### config.mk
export PLATFORM = sky130hd
export DESIGN_NAME = fpcc_queue
export DESIGN_NICKNAME = d
export VERILOG_FILES = /design/src/rtl/fpcc_pkg.sv /design/src/rtl/fpcc_queue.sv
export SDC_FILE = /design/constraint.sdc
export NUM_CORES = 1
export LEC_CHECK = 0
export BUFFER_PORTS_ARGS = -buffer_cell sky130_fd_sc_hd__buf_2
export CAP_MARGIN = 20
export CORE_ASPECT_RATIO = 0.7
export CORE_UTILIZATION = 51
export DETAILED_ROUTE_END_ITERATION = 8
export GPL_ROUTABILITY_DRIVEN = 1
export PLACE_DENSITY = 0.72
export SKIP_CTS_REPAIR_TIMING = 1
export SYNTH_ARGS = -nofsm -noshare
export SYNTH_HDL_FRONTEND = slang
export SYNTH_SLANG_ARGS = --single-unit
### constraint.sdc
create_clock -name i_clk -period 1.5 [get_ports i_clk]
set_input_delay 0.225 -clock i_clk [delete_from_list [all_inputs] [get_ports i_clk]]
set_output_delay 0.225 -clock i_clk [all_outputs]
set_load 0.005 [all_outputs]
### src/rtl/fpcc_pkg.sv
// Shared types and constants of the flash pack command controller.
// No dependencies; all other files but fpcc_ram refer to this package by scoped names.
package fpcc_pkg;

    localparam int unsigned PACK_BYTES = 1048576;
    localparam int unsigned PAGE_BYTES = 65536;
    localparam int unsigned MEM_AW     = $clog2(PACK_BYTES);
    localparam int unsigned CMP_W      = (MEM_AW >= 20) ? MEM_AW + 1 : 21;
    localparam int unsigned QUEUE_DEPTH = 4;
    localparam int unsigned QPTR_W     = $clog2(QUEUE_DEPTH);

    localparam logic [MEM_AW-1:0] PAGE_LAST = MEM_AW'(PAGE_BYTES - 1);
    localparam logic [MEM_AW-1:0] PACK_LAST = MEM_AW'(PACK_BYTES - 1);

    localparam logic [3:0] SIZE_RESET = 4'd10;
    localparam logic [3:0] SIZE_MAX   = 4'd12;

    // flash command bytes
    localparam logic [7:0] FC_RESET0   = 8'h00;
    localparam logic [7:0] FC_RESET1   = 8'hFF;
    localparam logic [7:0] FC_PROG0    = 8'h10;
    localparam logic [7:0] FC_PROG1    = 8'h40;
    localparam logic [7:0] FC_STATUS   = 8'h70;
    localparam logic [7:0] FC_EXT      = 8'h71;
    localparam logic [7:0] FC_VENDOR   = 8'h75;
    localparam logic [15:0] FC_ERASE_PAGE = 16'h20D0;
    localparam logic [15:0] FC_ERASE_ALL  = 16'hA7D0;

    // read-back bytes
    localparam logic [7:0] RB_EXT2     = 8'hC0;
    localparam logic [7:0] RB_EXT4     = 8'h82;
    localparam logic [7:0] RB_STATUS   = 8'h80;
    localparam logic [7:0] RB_VEND0    = 8'h4D;
    localparam logic [7:0] RB_VEND2    = 8'h50;
    localparam logic [7:0] RB_SIZE_HI  = 8'h10;
    localparam logic [7:0] ERASED_BYTE = 8'hFF;

    localparam logic [14:0] VEND_LO = 15'h7F00;
    localparam logic [14:0] VEND_HI = 15'h7F13;
    localparam logic [7:0]  VEND_OFS_ID   = 8'h00;
    localparam logic [7:0]  VEND_OFS_TYPE = 8'h02;
    localparam logic [7:0]  VEND_OFS_SIZE = 8'h06;
    localparam logic [11:0] EXT_OFS2 = 12'h002;
    localparam logic [11:0] EXT_OFS4 = 12'h004;

    typedef enum logic [1:0] {
        CMD_READ  = 2'd0,
        CMD_WRITE = 2'd1,
        CMD_LOAD  = 2'd2,
        CMD_NOP   = 2'd3
    } t_cmd;

    typedef enum logic [2:0] {
        OP_CONST,
        OP_READ,
        OP_PROG,
        OP_LOAD,
        OP_ERASE_PAGE,
        OP_ERASE_ALL
    } t_op_kind;

    typedef struct packed {
        t_op_kind          kind;
        logic [MEM_AW-1:0] addr;
        logic [7:0]        data;
    } t_op;

    typedef struct packed {
        logic pop;
        logic erasing;
    } t_back_stat;

endpackage

### src/rtl/fpcc_queue.sv
// Short operation queue between the front and back ends.
// Uses fpcc_pkg for the operation type and depth.
module fpcc_queue (
    input  logic          i_clk,
    input  logic          i_rst_n,
    input  logic          i_push,
    input  fpcc_pkg::t_op i_op,
    input  logic          i_pop,
    output fpcc_pkg::t_op o_head,
    output logic          o_empty,
    output logic          o_full
);

    fpcc_pkg::t_op r_slot [fpcc_pkg::QUEUE_DEPTH];
    logic [fpcc_pkg::QPTR_W-1:0] r_wr, r_rd;
    logic [fpcc_pkg::QPTR_W:0]   r_count;

    assign o_empty = (r_count == '0);
    assign o_full  = (r_count == (fpcc_pkg::QPTR_W + 1)'(fpcc_pkg::QUEUE_DEPTH));
    assign o_head  = r_slot[r_rd];

    always_ff @(posedge i_clk) begin
        if (i_push) begin
            r_slot[r_wr] <= i_op;
        end
    end

    always_ff @(posedge i_clk) begin
        if (!i_rst_n) begin
            r_wr    <= '0;
            r_rd    <= '0;
            r_count <= '0;
        end else begin
            if (i_push) begin
                r_wr <= r_wr + 1'b1;
            end
            if (i_pop) begin
                r_rd <= r_rd + 1'b1;
            end
            case ({i_push, i_pop})
                2'b10:   r_count <= r_count + 1'b1;
                2'b01:   r_count <= r_count - 1'b1;
                default: r_count <= r_count;
            endcase
        end
    end

endmodule

**After elaboration in Yosys (flattened, before gate mapping)**

Memory sizes are Yosys's and may differ from the RTL's. A register that Yosys moved wholly into a read port is not among the register bits.
Index checks and enable logic that the tools add are counted.

- Bits of input ports: 35
- Output and inout port bits: 33
- Flip-flop bits (word level): 7
- Word-level logic and storage cells: 18
- Latch bits: 0
- Bits in read-only memories: 0
- Memories: 1
- RAM bits: 124

Memory list:

| name | words | bits a word | rd ports | clocked after memory_dff | wr ports | line | text |
|---|---|---|---|---|---|---|---|
| r_slot | 4 | 31 | 1 | 1 | 1 | fpcc_queue.sv:14 | `fpcc_pkg::t_op r_slot [fpcc_pkg::QUEUE_DEPTH];` |

- Multipliers: 0
- Bitwise gates (word level): 0
- Divide/modulo/power cells: 0
- Add/subtract/negate cells: 4
- Reduce and logical (&&, ||, !) cells: 2
- Equal/unequal tests: 3
- Shifts and indexed selects: 0
- Order comparisons: 0
- Muxes and demuxes: 5

Operator list:

| operator | number |
|---|---|
| one-hot mux 3 bit (2 select lines) | 1 |
| adder 2 x 1 -> 2 bit (second input constant) | 2 |
| 2-to-1 mux 2 bit | 2 |
| adder 3 x 1 -> 3 bit (second input constant) | 1 |
| == test 3 bit (second input constant) | 1 |
| logical NOT 3 bit | 1 |
| subtractor 3 x 1 -> 3 bit (second input constant) | 1 |
| == test 2 x 1 -> 1 bit (second input constant) | 1 |
| == test 2 bit (second input constant) | 1 |
| 2-to-1 mux 1 bit | 2 |
| nonzero test 2 bit | 1 |

**Longest topological paths before layout**

- Depth after elaboration: 3
- Depth in mapped cells: 7
- Mapped depth without buffers: 7

**Worst setup path before layout**

OpenSTA, ideal clock, no wires.

- Path type: register to register
- Start: register r_wr[0] (netlist bit)
- End: memory r_slot[2][0] (netlist bit) (enable)
- Data required time: 1.109 ns
- Buffers on the path: 0
- Period minus slack after synthesis: 1.699 ns
- Cell stages (with the launch flop): 4
- Setup slack: -0.199 ns
- Arrival: 1.308 ns
- Setup time: 0.391 ns
- Path through: dfxtp_1 > inv_1 > ha_1 > and2_1

RTL lines:

| item | line | text |
|---|---|---|
| start, declared | fpcc_queue.sv:15 | `logic [fpcc_pkg::QPTR_W-1:0] r_wr, r_rd;` |
| start signal, assigned | fpcc_queue.sv:35 | `r_wr <= r_wr + 1'b1;` |
| end, declared | fpcc_queue.sv:14 |  |

No word-level cell before the write port.

==> results.tsv <==
metric	value	unit
global-route wire length before repair	12800	µm
die area	0.0101	mm²
Critical Path End Type	output port	
via count	2298	
Critical R2R Launch	r_count[0]$_SDFFE_PN0P_	
Storage cell area	0.00391	mm²
reg2reg path depth	5	
initial antenna violation count	0	
cts bufs inserted	17	
Nets	345	
clock skew	0.00448	ns
max_slew headroom	82.5	%
RR Endpoint	r_count[2]$_SDFFE_PN0P_	
vias in the first global route	2412	
crit path launch type	register	
DP HPWL	5290	µm
io pins	68	
Die H	84.2	µm
post-synthesis register bit count	133	
grt ovf	0	
post-DR wirelength/cell	19.3	µm
Post-DP Area	0.00558	mm²
Req. time, crit path	1.27	ns
Hold Crit Class	primary input to register	
Power Density	1400	mW/mm²
number of antenna diodes	0	
failing checks	negative setup slack	
Horiz. Die Dim	119	µm
worst-path maximum fanout	13	
core area	0.00922	mm²
HP Start	i_op[29]	
fin worst setup slack	-0.385	ns
CTS tree	built	
DR iter-0 viols	131	
Final period util	126	%
via-per-instance ratio	5.23	
clock tree buffer depth	2	
Setup Viol. Count Final	31	
Syn Nets	248	
Tmin final	1.89	ns
GRT Util Overall	18.5	%
Min-Delay Endpoint	r_slot[0][29]$_DFFE_PP_	
clock transition at the registers of the reported paths	0.05	ns
Root Buffer	clkbuf_16	
VDD IR-drop max	1.03	mV
area delta synth->final	23.9	%
Final Wtd Congestion	0.651	
Ys Warns	0	
post-synthesis average cell area	23.8	µm²
CP arrival	1.66	ns
Hold Crit Depth	1	
R2R setup slack	0.09	ns
Routed WL	8490	µm
post-synth cell types	20	
f_max	530	MHz
max cap viols	0	
Gate Count Post-Synth	207	
worst slew pin tran	0.262	ns
layout cells sized above 1	45.7	%
clock tree sinks	133	
post-route cell area	0.00610	mm²
mapped cell area	0.00492	mm²
largest net degree at the start of global routing	23	
hold_ws	0.0284	ns
Final Hold Vio Count	0	
port bufs	67	
H-tree lvl count	4	
max-slew violations	0	
Leakage	2.14	nW
starting density of the core	53.4	%
sequential area share after synthesis	79.3	%
RSZ-0062 raised after global routing	true	
WS Path Type	register to output port	
clk_lat worst skew	0.41	ns
number of remaining DRC errors	0	
# rows	29	
router iterations before antenna repair	4	
area of the multi-input gates	953	µm²
outcome	finished with violations	
DRT antenna net count	0	
fill count	615	
==> power by group <==
group | internal [mW] | switching [mW] | total, mW
combinational | 0.452 | 0.382 | 0.833
clock | 2.05 | 1.31 | 3.36
sequential | 4.26 | 0.0607 | 4.32
total | 6.76 | 1.76 | 8.52
==> cells by family after synthesis <==
logic type                 share of synthesized area [%]
DFF                                                 79.3
xor gates and xnor gates                           0.889
and+or+nand+nor                                     1.91
muxes                                               14.5
buffers and inverters                               1.45
AOI/OAI and AO/OA                                  0.356
adders and majority gates                           1.68
==> cell usage after synthesis <==
library cell / number / area, µm²
o21ai_0: 2 / 10.0
mux4_1: 1 / 26.3
mux2i_1: 1 / 10.0
dfxtp_1: 9 / 180
nor2b_1: 1 / 6.26
and3_1: 1 / 6.26
or3_1: 1 / 6.26
fa_1: 1 / 20.0
xor2_1: 3 / 26.3
buf_2: 3 / 15.0
a21boi_0: 1 / 7.51
nand2_1: 2 / 7.51
buf_6: 3 / 33.8
and2_1: 10 / 62.6
edfxtp_1: 124 / 3720
mux4_2: 30 / 676
xnor2_1: 2 / 17.5
inv_1: 6 / 22.5
nor3_1: 1 / 5.00
ha_1: 5 / 62.6
==> area by class of cell <==
type / count / area share (%)
tap: 124 / 2.54
inverter: 6 / 0.369
timing repair buffer: 84 / 9.51
clock inverter: 8 / 0.615
clock buffer: 22 / 7.28
sequential: 133 / 64.1
multi-input combinational: 62 / 15.6
==> worst max path at each step <==
stage	from	to	slack (ns)
floorplan	i_push	r_count[2]$_SDFFE_PN0P_	0.01
global placement	i_push	r_count[2]$_SDFFE_PN0P_	-0.12
detailed placement	i_push	r_count[2]$_SDFFE_PN0P_	-0.18
CTS	register	o_head[22]	-0.44
global route	register	o_head[21]	-0.46
finish	register	o_head[1]	-0.39
==> state kept, by name, summed over array words and instances (netlist names), named ones only <==
signal and flops:
r_slot 124, r_rd 2, r_wr 2, r_count 3
==> critical path: stages, from the launching register on <==
cell and delay (ns):
dfxtp_4 0.39, buf_12 0.17, mux4_2 0.53, buf_2 0.15
==> routing by layer <==
layer  GRT usage (%)  vias to the layer above  share of wire, %
met5               0                        -                 0
met4            7.84                        0               1.4
met3            7.74                       12               5.9
met2            27.6                       72                48
met1            24.3                     1162                45
li1                -                     1052                 -
==> through the flow <==
stage | power [mW] | setup WS, ns | cells | setup TNS, ns | utilization (%)
floorplan | 4.81 | 0.00969 | 207 | 0 | -
global placement | 5.18 | -0.118 | 408 | -0.122 | 60.6
detailed placement | 5.21 | -0.177 | 408 | -0.177 | 60.6
CTS | 8.60 | -0.440 | 438 | -12.23 | 65.8
global route | 8.84 | -0.456 | 439 | -12.94 | 66.2
finish | 8.52 | -0.385 | 439 | -10.99 | 66.2
==> placed cells by master (no fill, tap or decap), drive strengths merged, types with 2 or more instances in the layout <==
cell type,count
buf,83
clkbuf,23
clkinv,7
inv,6
dfxtp,9
xnor2,2
o21ai,2
ha,5
nand2,2
edfxtp,124
mux4,31
xor2,3
and2,10
No activity file was read; power rests on OpenSTA's default activity.
