===== src/rtl/fpcc_pkg.sv =====
// Shared types and constants of the flash pack command controller.
// No dependencies; all other files but fpcc_ram refer to this package by scoped names.
package fpcc_pkg;

    localparam int unsigned PACK_BYTES = 1048576;
    localparam int unsigned PAGE_BYTES = 65536;
    localparam int unsigned MEM_AW     = $clog2(PACK_BYTES);
    localparam int unsigned CMP_W      = (MEM_AW >= 20) ? MEM_AW + 1 : 21;
    localparam int unsigned QUEUE_DEPTH = 4;
    localparam int unsigned QPTR_W     = $clog2(QUEUE_DEPTH);

    localparam logic [MEM_AW-1:0] PAGE_LAST = MEM_AW'(PAGE_BYTES - 1);
    localparam logic [MEM_AW-1:0] PACK_LAST = MEM_AW'(PACK_BYTES - 1);

    localparam logic [3:0] SIZE_RESET = 4'd10;
    localparam logic [3:0] SIZE_MAX   = 4'd12;

    // flash command bytes
    localparam logic [7:0] FC_RESET0   = 8'h00;
    localparam logic [7:0] FC_RESET1   = 8'hFF;
    localparam logic [7:0] FC_PROG0    = 8'h10;
    localparam logic [7:0] FC_PROG1    = 8'h40;
    localparam logic [7:0] FC_STATUS   = 8'h70;
    localparam logic [7:0] FC_EXT      = 8'h71;
    localparam logic [7:0] FC_VENDOR   = 8'h75;
    localparam logic [15:0] FC_ERASE_PAGE = 16'h20D0;
    localparam logic [15:0] FC_ERASE_ALL  = 16'hA7D0;

    // read-back bytes
    localparam logic [7:0] RB_EXT2     = 8'hC0;
    localparam logic [7:0] RB_EXT4     = 8'h82;
    localparam logic [7:0] RB_STATUS   = 8'h80;
    localparam logic [7:0] RB_VEND0    = 8'h4D;
    localparam logic [7:0] RB_VEND2    = 8'h50;
    localparam logic [7:0] RB_SIZE_HI  = 8'h10;
    localparam logic [7:0] ERASED_BYTE = 8'hFF;

    localparam logic [14:0] VEND_LO = 15'h7F00;
    localparam logic [14:0] VEND_HI = 15'h7F13;
    localparam logic [7:0]  VEND_OFS_ID   = 8'h00;
    localparam logic [7:0]  VEND_OFS_TYPE = 8'h02;
    localparam logic [7:0]  VEND_OFS_SIZE = 8'h06;
    localparam logic [11:0] EXT_OFS2 = 12'h002;
    localparam logic [11:0] EXT_OFS4 = 12'h004;

    typedef enum logic [1:0] {
        CMD_READ  = 2'd0,
        CMD_WRITE = 2'd1,
        CMD_LOAD  = 2'd2,
        CMD_NOP   = 2'd3
    } t_cmd;

    typedef enum logic [2:0] {
        OP_CONST,
        OP_READ,
        OP_PROG,
        OP_LOAD,
        OP_ERASE_PAGE,
        OP_ERASE_ALL
    } t_op_kind;

    typedef struct packed {
        t_op_kind          kind;
        logic [MEM_AW-1:0] addr;
        logic [7:0]        data;
    } t_op;

    typedef struct packed {
        logic pop;
        logic erasing;
    } t_back_stat;

endpackage


===== src/rtl/fpcc_front.sv =====
// Front end: takes requests, keeps status flags and command history,
// and turns each request into one operation for the back end. Uses fpcc_pkg.
module fpcc_front (
    input  logic               i_clk,
    input  logic               i_rst_n,
    input  logic               i_accept,
    input  logic [1:0]         i_command,
    input  logic [19:0]        i_flash_address,
    input  logic [14:0]        i_bus_low,
    input  logic [7:0]         i_write_data,
    input  logic               i_cfg_valid,
    input  logic [3:0]         i_cfg_data,
    output fpcc_pkg::t_op      o_op
);

    logic        r_status_once, n_status_once;
    logic        r_ext_status, n_ext_status;
    logic        r_vendor, n_vendor;
    logic        r_armed, n_armed;
    logic [15:0] r_history, n_history;
    logic [3:0]  r_size, n_size;

    logic in_pack;
    logic in_vendor;
    fpcc_pkg::t_op op;

    assign in_pack = fpcc_pkg::CMP_W'(i_flash_address) < fpcc_pkg::CMP_W'(fpcc_pkg::PACK_BYTES);
    assign in_vendor = (i_bus_low >= fpcc_pkg::VEND_LO) && (i_bus_low <= fpcc_pkg::VEND_HI);

    always_comb begin
        n_status_once = r_status_once;
        n_ext_status  = r_ext_status;
        n_vendor      = r_vendor;
        n_armed       = r_armed;
        n_history     = r_history;
        n_size        = r_size;
        op.kind       = fpcc_pkg::OP_CONST;
        op.addr       = fpcc_pkg::MEM_AW'(i_flash_address);
        op.data       = '0;

        if (i_cfg_valid) begin
            n_size = (i_cfg_data > fpcc_pkg::SIZE_MAX) ? fpcc_pkg::SIZE_MAX : i_cfg_data;
        end

        if (i_accept) begin
            case (fpcc_pkg::t_cmd'(i_command))
                fpcc_pkg::CMD_READ: begin
                    if (r_ext_status && (i_flash_address[19:12] == 8'd0) &&
                        (i_flash_address[11:0] == fpcc_pkg::EXT_OFS2)) begin
                        op.data = fpcc_pkg::RB_EXT2;
                    end else if (r_ext_status && (i_flash_address[19:12] == 8'd0) &&
                                 (i_flash_address[11:0] == fpcc_pkg::EXT_OFS4)) begin
                        op.data = fpcc_pkg::RB_EXT4;
                    end else if (r_status_once) begin
                        op.data       = fpcc_pkg::RB_STATUS;
                        n_status_once = 1'b0;
                    end else if (r_vendor && in_vendor) begin
                        case (i_bus_low[7:0])
                            fpcc_pkg::VEND_OFS_ID:   op.data = fpcc_pkg::RB_VEND0;
                            fpcc_pkg::VEND_OFS_TYPE: op.data = fpcc_pkg::RB_VEND2;
                            fpcc_pkg::VEND_OFS_SIZE: op.data = fpcc_pkg::RB_SIZE_HI | {4'd0, r_size};
                            default:                 op.data = '0;
                        endcase
                    end else if (in_pack) begin
                        op.kind = fpcc_pkg::OP_READ;
                    end
                end
                fpcc_pkg::CMD_WRITE: begin
                    if (r_armed) begin
                        n_armed = 1'b0;
                        if (in_pack) begin
                            op.kind = fpcc_pkg::OP_PROG;
                            op.data = i_write_data;
                        end
                    end else if (i_flash_address == 20'd0) begin
                        n_history = {r_history[7:0], i_write_data};
                        case (i_write_data)
                            fpcc_pkg::FC_RESET0, fpcc_pkg::FC_RESET1: begin
                                n_status_once = 1'b0;
                                n_ext_status  = 1'b0;
                                n_vendor      = 1'b0;
                            end
                            fpcc_pkg::FC_PROG0, fpcc_pkg::FC_PROG1: n_armed = 1'b1;
                            fpcc_pkg::FC_STATUS: n_status_once = 1'b1;
                            fpcc_pkg::FC_EXT:    n_ext_status  = 1'b1;
                            fpcc_pkg::FC_VENDOR: n_vendor      = 1'b1;
                            default: ;
                        endcase
                        if (n_history == fpcc_pkg::FC_ERASE_PAGE) begin
                            op.kind = fpcc_pkg::OP_ERASE_PAGE;
                        end else if (n_history == fpcc_pkg::FC_ERASE_ALL) begin
                            op.kind = fpcc_pkg::OP_ERASE_ALL;
                        end
                    end
                end
                fpcc_pkg::CMD_LOAD: begin
                    if (in_pack) begin
                        op.kind = fpcc_pkg::OP_LOAD;
                        op.data = i_write_data;
                    end
                end
                default: ;
            endcase
        end
    end

    always_ff @(posedge i_clk) begin
        if (!i_rst_n) begin
            r_status_once <= 1'b0;
            r_ext_status  <= 1'b0;
            r_vendor      <= 1'b0;
            r_armed       <= 1'b0;
            r_history     <= '0;
            r_size        <= fpcc_pkg::SIZE_RESET;
        end else begin
            r_status_once <= n_status_once;
            r_ext_status  <= n_ext_status;
            r_vendor      <= n_vendor;
            r_armed       <= n_armed;
            r_history     <= n_history;
            r_size        <= n_size;
        end
    end

    assign o_op = op;

endmodule


===== config.mk =====
export PLATFORM = sky130hd
export DESIGN_NAME = fpcc_front
export DESIGN_NICKNAME = d
export VERILOG_FILES = /design/src/rtl/fpcc_pkg.sv /design/src/rtl/fpcc_front.sv
export SDC_FILE = /design/constraint.sdc
export NUM_CORES = 1
export LEC_CHECK = 0
export BUFFER_PORTS_ARGS = -buffer_cell sky130_fd_sc_hd__buf_4
export CORE_ASPECT_RATIO = 1.1
export CORE_MARGIN = 2
export CORE_UTILIZATION = 39
export DETAILED_ROUTE_END_ITERATION = 8
export GPL_TIMING_DRIVEN = 0
export PLACE_DENSITY = 0.87
export SKIP_CTS_REPAIR_TIMING = 1
export SYNTH_ARGS = -nofsm -noshare
export SYNTH_HDL_FRONTEND = slang
export SYNTH_SLANG_ARGS = --single-unit

===== constraint.sdc =====
create_clock -name i_clk -period 1.45 [get_ports i_clk]
set_input_delay 0.145 -clock i_clk [delete_from_list [all_inputs] [get_ports i_clk]]
set_output_delay 0.145 -clock i_clk [all_outputs]
set_load 0.1 [all_outputs]

After elaboration in Yosys (flattened, before gate mapping)
Index checks and enable logic that the tools add are counted.

word-level totals
  flip-flop bits (word level) = 16
  latch bits = 0
  memory bits (writable) = 0
  bits in read-only memories = 0
  output and inout bits = 31
  memories = 0

operators by class
  $add $sub $neg = 0
  multiply operators = 0
  divide/modulo/power cells = 0
  $lt $le $gt $ge = 3
  equal/unequal tests = 19
  shift-type cells = 0
  muxes and demuxes = 30
  bitwise logic cells = 1
  reductions and logical operators = 20

operators with widths
  cell                  number
  $mux 8                5
  $eq 8x7->1 const B    4
  $logic_not 8->1       3
  $pmux 8 s3            1
  $pmux 7 s3            1
  $logic_not 20->1      1
  $eq 16x14->1 const B  1
  $eq 16x16->1 const B  1
  $ge 15x15->1 const B  1
  $le 15x15->1 const B  1
  $mux 3                5
  $eq 12x2->1 const B   1
  $eq 12x3->1 const B   1
  $mux 1                11
  $reduce_and 5->1      2
  $pmux 3 s3            1
  $eq 8x2->1 const B    1
  $eq 8x3->1 const B    1
  $eq 8x5->1 const B    1
  $eq 8x8->1 const B    1
  $ne 2x2->1 const B    4
  $pmux 1 s2            4
  $mux 7                1
  $reduce_and 7->1      1
  other kinds (12)      19

Depth between registers and ports, before layout
Gate-level depths: netlist of run 1.

  depth in word-level cells = 9
  mapped depth = 6
  depth with buffers taken out = 5

Worst setup path after synthesis of run 1
OpenSTA, ideal clock, no wires.

  path kind = register to output
  from = register r_history[2]
  to = output o_op[30] in the netlist's numbering
  arrival = 5530 ps
  data required time = 1305 ps
  path slack = -4225 ps
  stages on the path, launching flop included = 3
  cell sequence = dfxtp_1 or4_1 a2111oi_0

RTL lines
  what                      line               RTL
  start: declaration        fpcc_front.sv:20   logic [15:0] r_history, n_history;
  start signal: assignment  fpcc_front.sv:120  r_history <= n_history;
  end: declaration          fpcc_front.sv:13   output fpcc_pkg::t_op o_op

==> flow_metrics.env, run 1 <==
export IMPL_worst_path_buf_inv=2
export IMPL_cts_made_buffers=3
export IMPL_synth_xor_area_share_pct=1.289
export IMPL_drtIter0Drc=55
export IMPL_rows=22
export IMPL_power_density_nw_per_um2=577.8
export IMPL_cp_required_ns=1.31
export IMPL_die_x_microns=60.28
export IMPL_reg2reg_depth=6
export IMPL_dr_pass1_iters=4
export IMPL_hold_depth=3
export IMPL_drive_above_1_share_pct=56.47
export IMPL_drcViolationCount=0
export IMPL_cp_depth=7
export IMPL_hold_violations=0
export IMPL_cp_arrival_ns=1.93
export IMPL_vdd_ir_drop_max_mv=0.5616
export IMPL_routabilityCongestion=0.7907
export IMPL_first_global_vias=1518
export IMPL_status="complete, but fails checks"
export IMPL_final_nets=332
export IMPL_via_per_inst=5.261
export IMPL_crit_fanout=4
export IMPL_final_setup_viol_count=11
export IMPL_end_kind="output pin"
export IMPL_period_share_pct=143.1
export IMPL_hpwlAfterDp_microns=3501
export IMPL_grt_overflow=0
export IMPL_clock_latency_ns=0.30
export IMPL_cts_tree="yes"
export IMPL_p_leak_nw=1.021
export IMPL_ys_ff_latch=16
export IMPL_die_area_sq_um=3973
export IMPL_path_class="register to output pin"
export IMPL_n_antenna_cell=0
export IMPL_synth_adder_area_share_pct=0
export IMPL_yosysWarnings=0
export IMPL_stdcell_area_sq_um=2490
export IMPL_ant_nets=0
export IMPL_synth_distinct_cells=44
export IMPL_initial_core_util_pct=40.80
export IMPL_io_buffers=80
export IMPL_max_freq_mhz=482.1
export IMPL_final_core_util_pct=74.76
export IMPL_fin_ws_ns=-0.6245
export IMPL_die_height_microns=65.91
export IMPL_rsz0062_at_grt="yes"
export IMPL_fin_hold_ws_ns=0.07761
export IMPL_dp_cells=314
export IMPL_tightest_slew_ns=0.4630
export IMPL_crit_family="simple AND/OR/NAND/NOR gates"
export IMPL_finalPower_mw=1.439
export IMPL_maxCapViolations=0
export IMPL_grt_max_degree=11
export IMPL_grt_use_total_pct=21.92
export IMPL_cts_buffer_depth=2
export IMPL_h_tree_depth=1
export IMPL_synth_top_family_by_area="simple AND/OR/NAND/NOR gates"
export IMPL_start_kind="register"
export IMPL_max_stage_delay_ns=0.35
export IMPL_syn_area_per_cell_sq_um=7.305
export IMPL_slew_headroom_pct=69.13
export IMPL_hp_class="primary input to register"
export IMPL_setup_tns_ns=-5.064
export IMPL_clkTransAtPathRegs_ns=0.09
export IMPL_syn2layout_area_growth_pct=83.24
export IMPL_synthSimpleGateAreaFrac_pct=40.61
export IMPL_violations="negative setup slack"
export IMPL_syn_inst=186
export IMPL_placed_area_sq_um=2195
export IMPL_totalWireLength_microns=4733
export IMPL_numClockSinks=16
export IMPL_fin_worst_skew_ns=0.007715
export IMPL_dp_slack_ns=-0.5538
export IMPL_synth_area_sq_um=1359
export IMPL_core_sq_um=3331
export IMPL_synthMuxAreaShare_pct=2.210
export IMPL_layout_cells_non_filler=326
export IMPL_syn_nets=239
export IMPL_vias=1715
export IMPL_critPathSlowestCell="a211oi_4"
export IMPL_io_pins=84
export IMPL_period_minus_slack_ns=2.074
export IMPL_antenna_found_initial=0
export IMPL_maxSlewViolCount=0
export IMPL_grt_pass1_wl_microns=6720
export IMPL_root_buffer="clkbuf_4"
export IMPL_post_drt_wl_per_cell_microns=14.52
export IMPL_synth_seq_area_share_pct=23.57
export IMPL_crit_chain="and4_4, nand4_1, a211oi_4, buf_6, a22oi_2, nor2_4, buf_12"
export IMPL_synth_compound_area_share_pct=18.97
==> cell usage after synthesis (all sizes together) <==
library cell  number  share of area (%)
o211ai             2                1.5
or4                1               0.55
nand2b             2               0.92
mux2i              3                2.2
nor4               6                4.1
nor4bb             1               0.74
and4b              2                1.5
o21a               1               0.55
nand3b             2                1.1
nand3             10                3.7
nand4              9                4.6
nor2b              3                1.4
a32oi              1               0.64
a41oi              1               0.64
and3               1               0.46
a211o              1               0.64
inv                1               0.28
or2                2               0.92
xnor2              2                1.3
and2b              2                1.1
nand2             31                8.6
o22ai              1               0.46
o21ai             10                3.7
a21boi             9                5.0
nor2              14                3.9
a22oi              4                2.2
o41ai              1               0.64
a2111oi            1               0.64
buf               22                 12
nor3               6                2.2
and2               3                1.5
a21oi              5                1.8
a211oi             1               0.55
clkbuf             4                1.1
and4               4                2.8
nand4b             1               0.64
dfxtp             16                 24
==> worst register-to-register path, delay by kind of cell (launching register included) <==
kind / cells / cell delay [ns]
flip-flops: 1 / 0.38
AND/OR/NAND/NOR: 3 / 0.47
AO/OA/AOI/OAI: 2 / 0.24
buffers and inverters: 1 / 0.19
==> layout by cell type, fill, tap and decap left out, types with 2 or more instances in the layout <==
cell       n
and2_4     3
o21ai_2    2
o21ai_0    5
nand3b_1   2
nand2b_1   2
nor2_4     4
buf_6      4
a22oi_2    3
and4_1     2
clkbuf_1   4
clkbuf_4   3
dfxtp_2    5
xnor2_1    2
nand2_1   29
nor2b_1    3
or2_1      2
a21oi_1    4
and4b_1    2
dfxtp_4    2
o21ai_4    2
nand4_1    8
nor4_4     4
buf_12     9
nor2_1     9
a21boi_1   8
mux2i_1    3
dfxtp_1    9
nand3_1    8
nand2_2    2
buf_4     97
nor3_1     5
and4_4     2
==> path summary, 6_finish.rpt <==
path,start,end,slack (ns)
setup / recovery,r_vendor,o_op[4],-0.62
hold / removal,i_cfg_data[3],r_size[3],0.08
setup reg to reg,r_armed,r_ext_status,0.06
hold reg to reg,r_history[5],r_history[5],0.45
==> area by class of cell <==
cell class / instances / area (sq um)
multi-input cells: 143 / 1087
fillers: 241 / 840.8
repair buffers: 88 / 784.5
flip-flops and latches: 16 / 334.1
plain buffers: 26 / 183.9
well taps: 48 / 60.06
clock buffers: 4 / 36.28
inverters: 1 / 3.754
==> power breakdown <==
group	total [mW]	switching [mW]	internal, mW	leakage [nW]
Clock	0.309	0.156	0.153	0.0210
Combinational	0.684	0.440	0.245	0.866
Sequential	0.446	0.00368	0.442	0.134
Total	1.44	0.599	0.840	1.02
==> cells by family (layout without fill, tap and decap cells) <==
kind of cell,Yosys count,in the layout
simple gates,100,100
compound gates,38,38
buf+inv,27,119
flops,16,16
mux,3,3
xor+xnor,2,2
==> flip-flops by register name, indices dropped and copies added, names as in the netlist <==
signal	count
r_history	8
r_size	4
r_armed	1
r_ext_status	1
r_status_once	1
r_vendor	1
==> routing by layer <==
metal,global-route usage (%),wire [microns]
met5,0,0
met1,24.53,1836
met3,3.327,362
met4,8.056,36
met2,40.49,2498
Power figures use the tool's default switching activity.
==> run 2, diff against run 1 <==
--- a/config.mk
+++ b/config.mk
@@ -8,11 +8,12 @@
 export BUFFER_PORTS_ARGS = -buffer_cell sky130_fd_sc_hd__buf_4
 export CORE_ASPECT_RATIO = 1.1
 export CORE_MARGIN = 2
-export CORE_UTILIZATION = 39
+export CORE_UTILIZATION = 30
 export DETAILED_ROUTE_END_ITERATION = 8
 export GPL_TIMING_DRIVEN = 0
-export PLACE_DENSITY = 0.87
+export PLACE_DENSITY = 0.72
 export SKIP_CTS_REPAIR_TIMING = 1
+export SLEW_MARGIN = 10
 export SYNTH_ARGS = -nofsm -noshare
 export SYNTH_HDL_FRONTEND = slang
 export SYNTH_SLANG_ARGS = --single-unit
==> run 2 against run 1 <==
Compared with the run above:
- the run still ends with negative setup slack left
- clock-buffer cell count stayed put
- global-route usage shrank 4.3 points
- fmax up 4.4%
- critical path depth decreased by 1
- sequential share of layout area about the same
- sequential cell count stayed put
- first-iteration DRC count shrank 27%
- final area decreased by 1.2%
- critical endpoint is now o_op[0]
- largest power group unchanged
==> flow_metrics.env, run 2 (synthesis results as in run 1) <==
export IMPL_grt_use_total_pct=17.65
export IMPL_largestRegisters="r_history: 8 flops, r_size: 4 flops"
export IMPL_hold_end="r_size[3]"
export IMPL_first_global_vias=1561
export IMPL_final_setup_viol_count=10
export IMPL_period_minus_slack_ns=1.986
export IMPL_totalWireLength_microns=4488
export IMPL_drcViolationCount=0
export IMPL_n_antenna_cell=0
export IMPL_grt_max_degree=11
export IMPL_ant_nets=0
export IMPL_maxSlewViolCount=0
export IMPL_vdd_ir_drop_max_mv=0.4690
export IMPL_power_density_nw_per_um2=617.2
export IMPL_multi_input_area_sq_um=1075
export IMPL_die_area_sq_um=5084
export IMPL_period_share_pct=137.0
export IMPL_die_x_microns=68.17
export IMPL_regArea_sq_um=329.1
export IMPL_hold_depth=3
export IMPL_met2WireLength_microns=2307
export IMPL_core_sq_um=4317
export IMPL_top_register="r_history"
export IMPL_antenna_found_initial=0
export IMPL_dp_cells=320
export IMPL_h_tree_depth=1
export IMPL_io_pins=84
export IMPL_r2r_setup_slack_ns=0.08
export IMPL_end_kind="output pin"
export IMPL_grt_overflow=0
export IMPL_cts_buffer_depth=2
export IMPL_rows=25
export IMPL_p_leak_nw=0.9994
export IMPL_via_per_inst=5.095
export IMPL_grt_pass1_wl_microns=6962
export IMPL_slew_headroom_pct=69.46
export IMPL_reg2reg_depth=6
export IMPL_final_nets=327
export IMPL_largest_reg_flops=8
export IMPL_fin_worst_skew_ns=0.0004896
export IMPL_post_drt_wl_per_cell_microns=13.72
export IMPL_top_layer_used="met4"
export IMPL_reg2reg_from="r_armed"
export IMPL_hp_class="primary input to register"
export IMPL_maxCapViolations=0
export IMPL_crit_fanout=4
export IMPL_initial_core_util_pct=31.48
export IMPL_path_class="register to output pin"
export IMPL_most_common_layout_cells="92 x buf_4, 30 x nand2_1, 9 x nor2_1, 9 x buf_12, 9 x dfxtp_1"
export IMPL_cp_required_ns=1.31
export IMPL_start_kind="register"
export IMPL_dp_slack_ns=-0.5041
export IMPL_max_freq_mhz=503.4
export IMPL_layout_cells_non_filler=327
export IMPL_cts_tree="yes"
export IMPL_dr_wl_met3_microns=340
export IMPL_reg2reg_to="r_ext_status"
export IMPL_syn2layout_area_growth_pct=81.12
export IMPL_cp_arrival_ns=1.84
export IMPL_clkTransAtPathRegs_ns=0.06
export IMPL_die_height_microns=74.59
export IMPL_fin_ws_ns=-0.5363
export IMPL_drtIter0Drc=40
export IMPL_vias=1666
export IMPL_violations="negative setup slack"
export IMPL_io_buffers=80
export IMPL_drive_above_1_share_pct=54.95
export IMPL_routabilityCongestion=0.7767
export IMPL_status="complete, but fails checks"
export IMPL_final_common_cell="buf_4"
export IMPL_cts_made_buffers=3
export IMPL_clock_latency_ns=0.25
export IMPL_hpwlAfterDp_microns=3559
export IMPL_hold_violations=0
export IMPL_tightest_slew_ns=0.4581
export IMPL_met1_length_microns=1790
export IMPL_rsz0062_at_grt="yes"
export IMPL_nFillCells=408
export IMPL_numClockSinks=16
export IMPL_dr_pass1_iters=4
export IMPL_hold_start="i_cfg_data[3]"
export IMPL_root_buffer="clkbuf_8"
[run 2: cell types whose count changed in the layout (fill, tap and decap cells not counted), sizes merged]
| cell | change |
|---|---|
| buf | -5 |
[run 2: worst max-delay path by stage]
| stage | endpoint | startpoint | cells after the start |
|---|---|---|---|
| 6_report | o_op[0] | r_vendor | 6 |
| 5_1_grt | o_op[2] | r_vendor | 6 |
| 4_1_cts | o_op[0] | r_status_once | 6 |
| 3_5_place_dp | o_op[0] | i_bus_low[5] | 7 |
| 3_3_place_gp | o_op[0] | i_bus_low[5] | 7 |
| 2_1_floorplan | o_op[30] | r_history[7] | 2 |
[run 2: layer usage]
| metal | global-route usage [%] | vias up |
|---|---|---|
| met5 | 0 | - |
| li1 | - | 835 |
| met3 | 2.118 | 5 |
| met4 | 5.556 | 0 |
| met2 | 32.36 | 58 |
| met1 | 21.12 | 768 |
[run 2: cell type report]
| type | count | area share [%] |
|---|---|---|
| Multi-Input combinational cell | 143 | 43.67 |
| Timing Repair Buffer | 83 | 30.50 |
| Sequential cell | 16 | 13.37 |
| Buffer | 26 | 7.321 |
| Tap cell | 54 | 2.745 |
| Clock buffer | 4 | 2.237 |
| Inverter | 1 | 0.1525 |
[run 2: through the flow]
stage / instance area [sq um] / power, mW / util (%) / hold WS, ns / TNS [ns]
finish: 2461 / 1.519 / 57.01 / 0.1176 / -4.117
global route: 2461 / 1.591 / 57.01 / 0.1339 / -4.915
CTS: 2257 / 1.500 / 52.29 / 0.1158 / -5.113
detailed placement: 2202 / 1.102 / 51.01 / 0.3776 / -5.396
global placement: 2202 / 1.096 / 51.01 / 0.3686 / -4.552
floorplan: 1534 / 0.8816 / - / 0.2463 / -2.557
[run 2: critical path, cell delays in order, from the launching register on]
cell and delay, ns:
dfxtp_2 0.33, and4_1 0.21, nand4_1 0.20, a211oi_4 0.42, a22oi_2 0.12, nor2_4 0.12, buf_12 0.18
[run 2: report_power, final]
| group | internal [mW] | switching [mW] | total (mW) |
|---|---|---|---|
| logic | 0.241 | 0.433 | 0.674 |
| registers | 0.446 | 0.00349 | 0.449 |
| clock network | 0.241 | 0.154 | 0.395 |
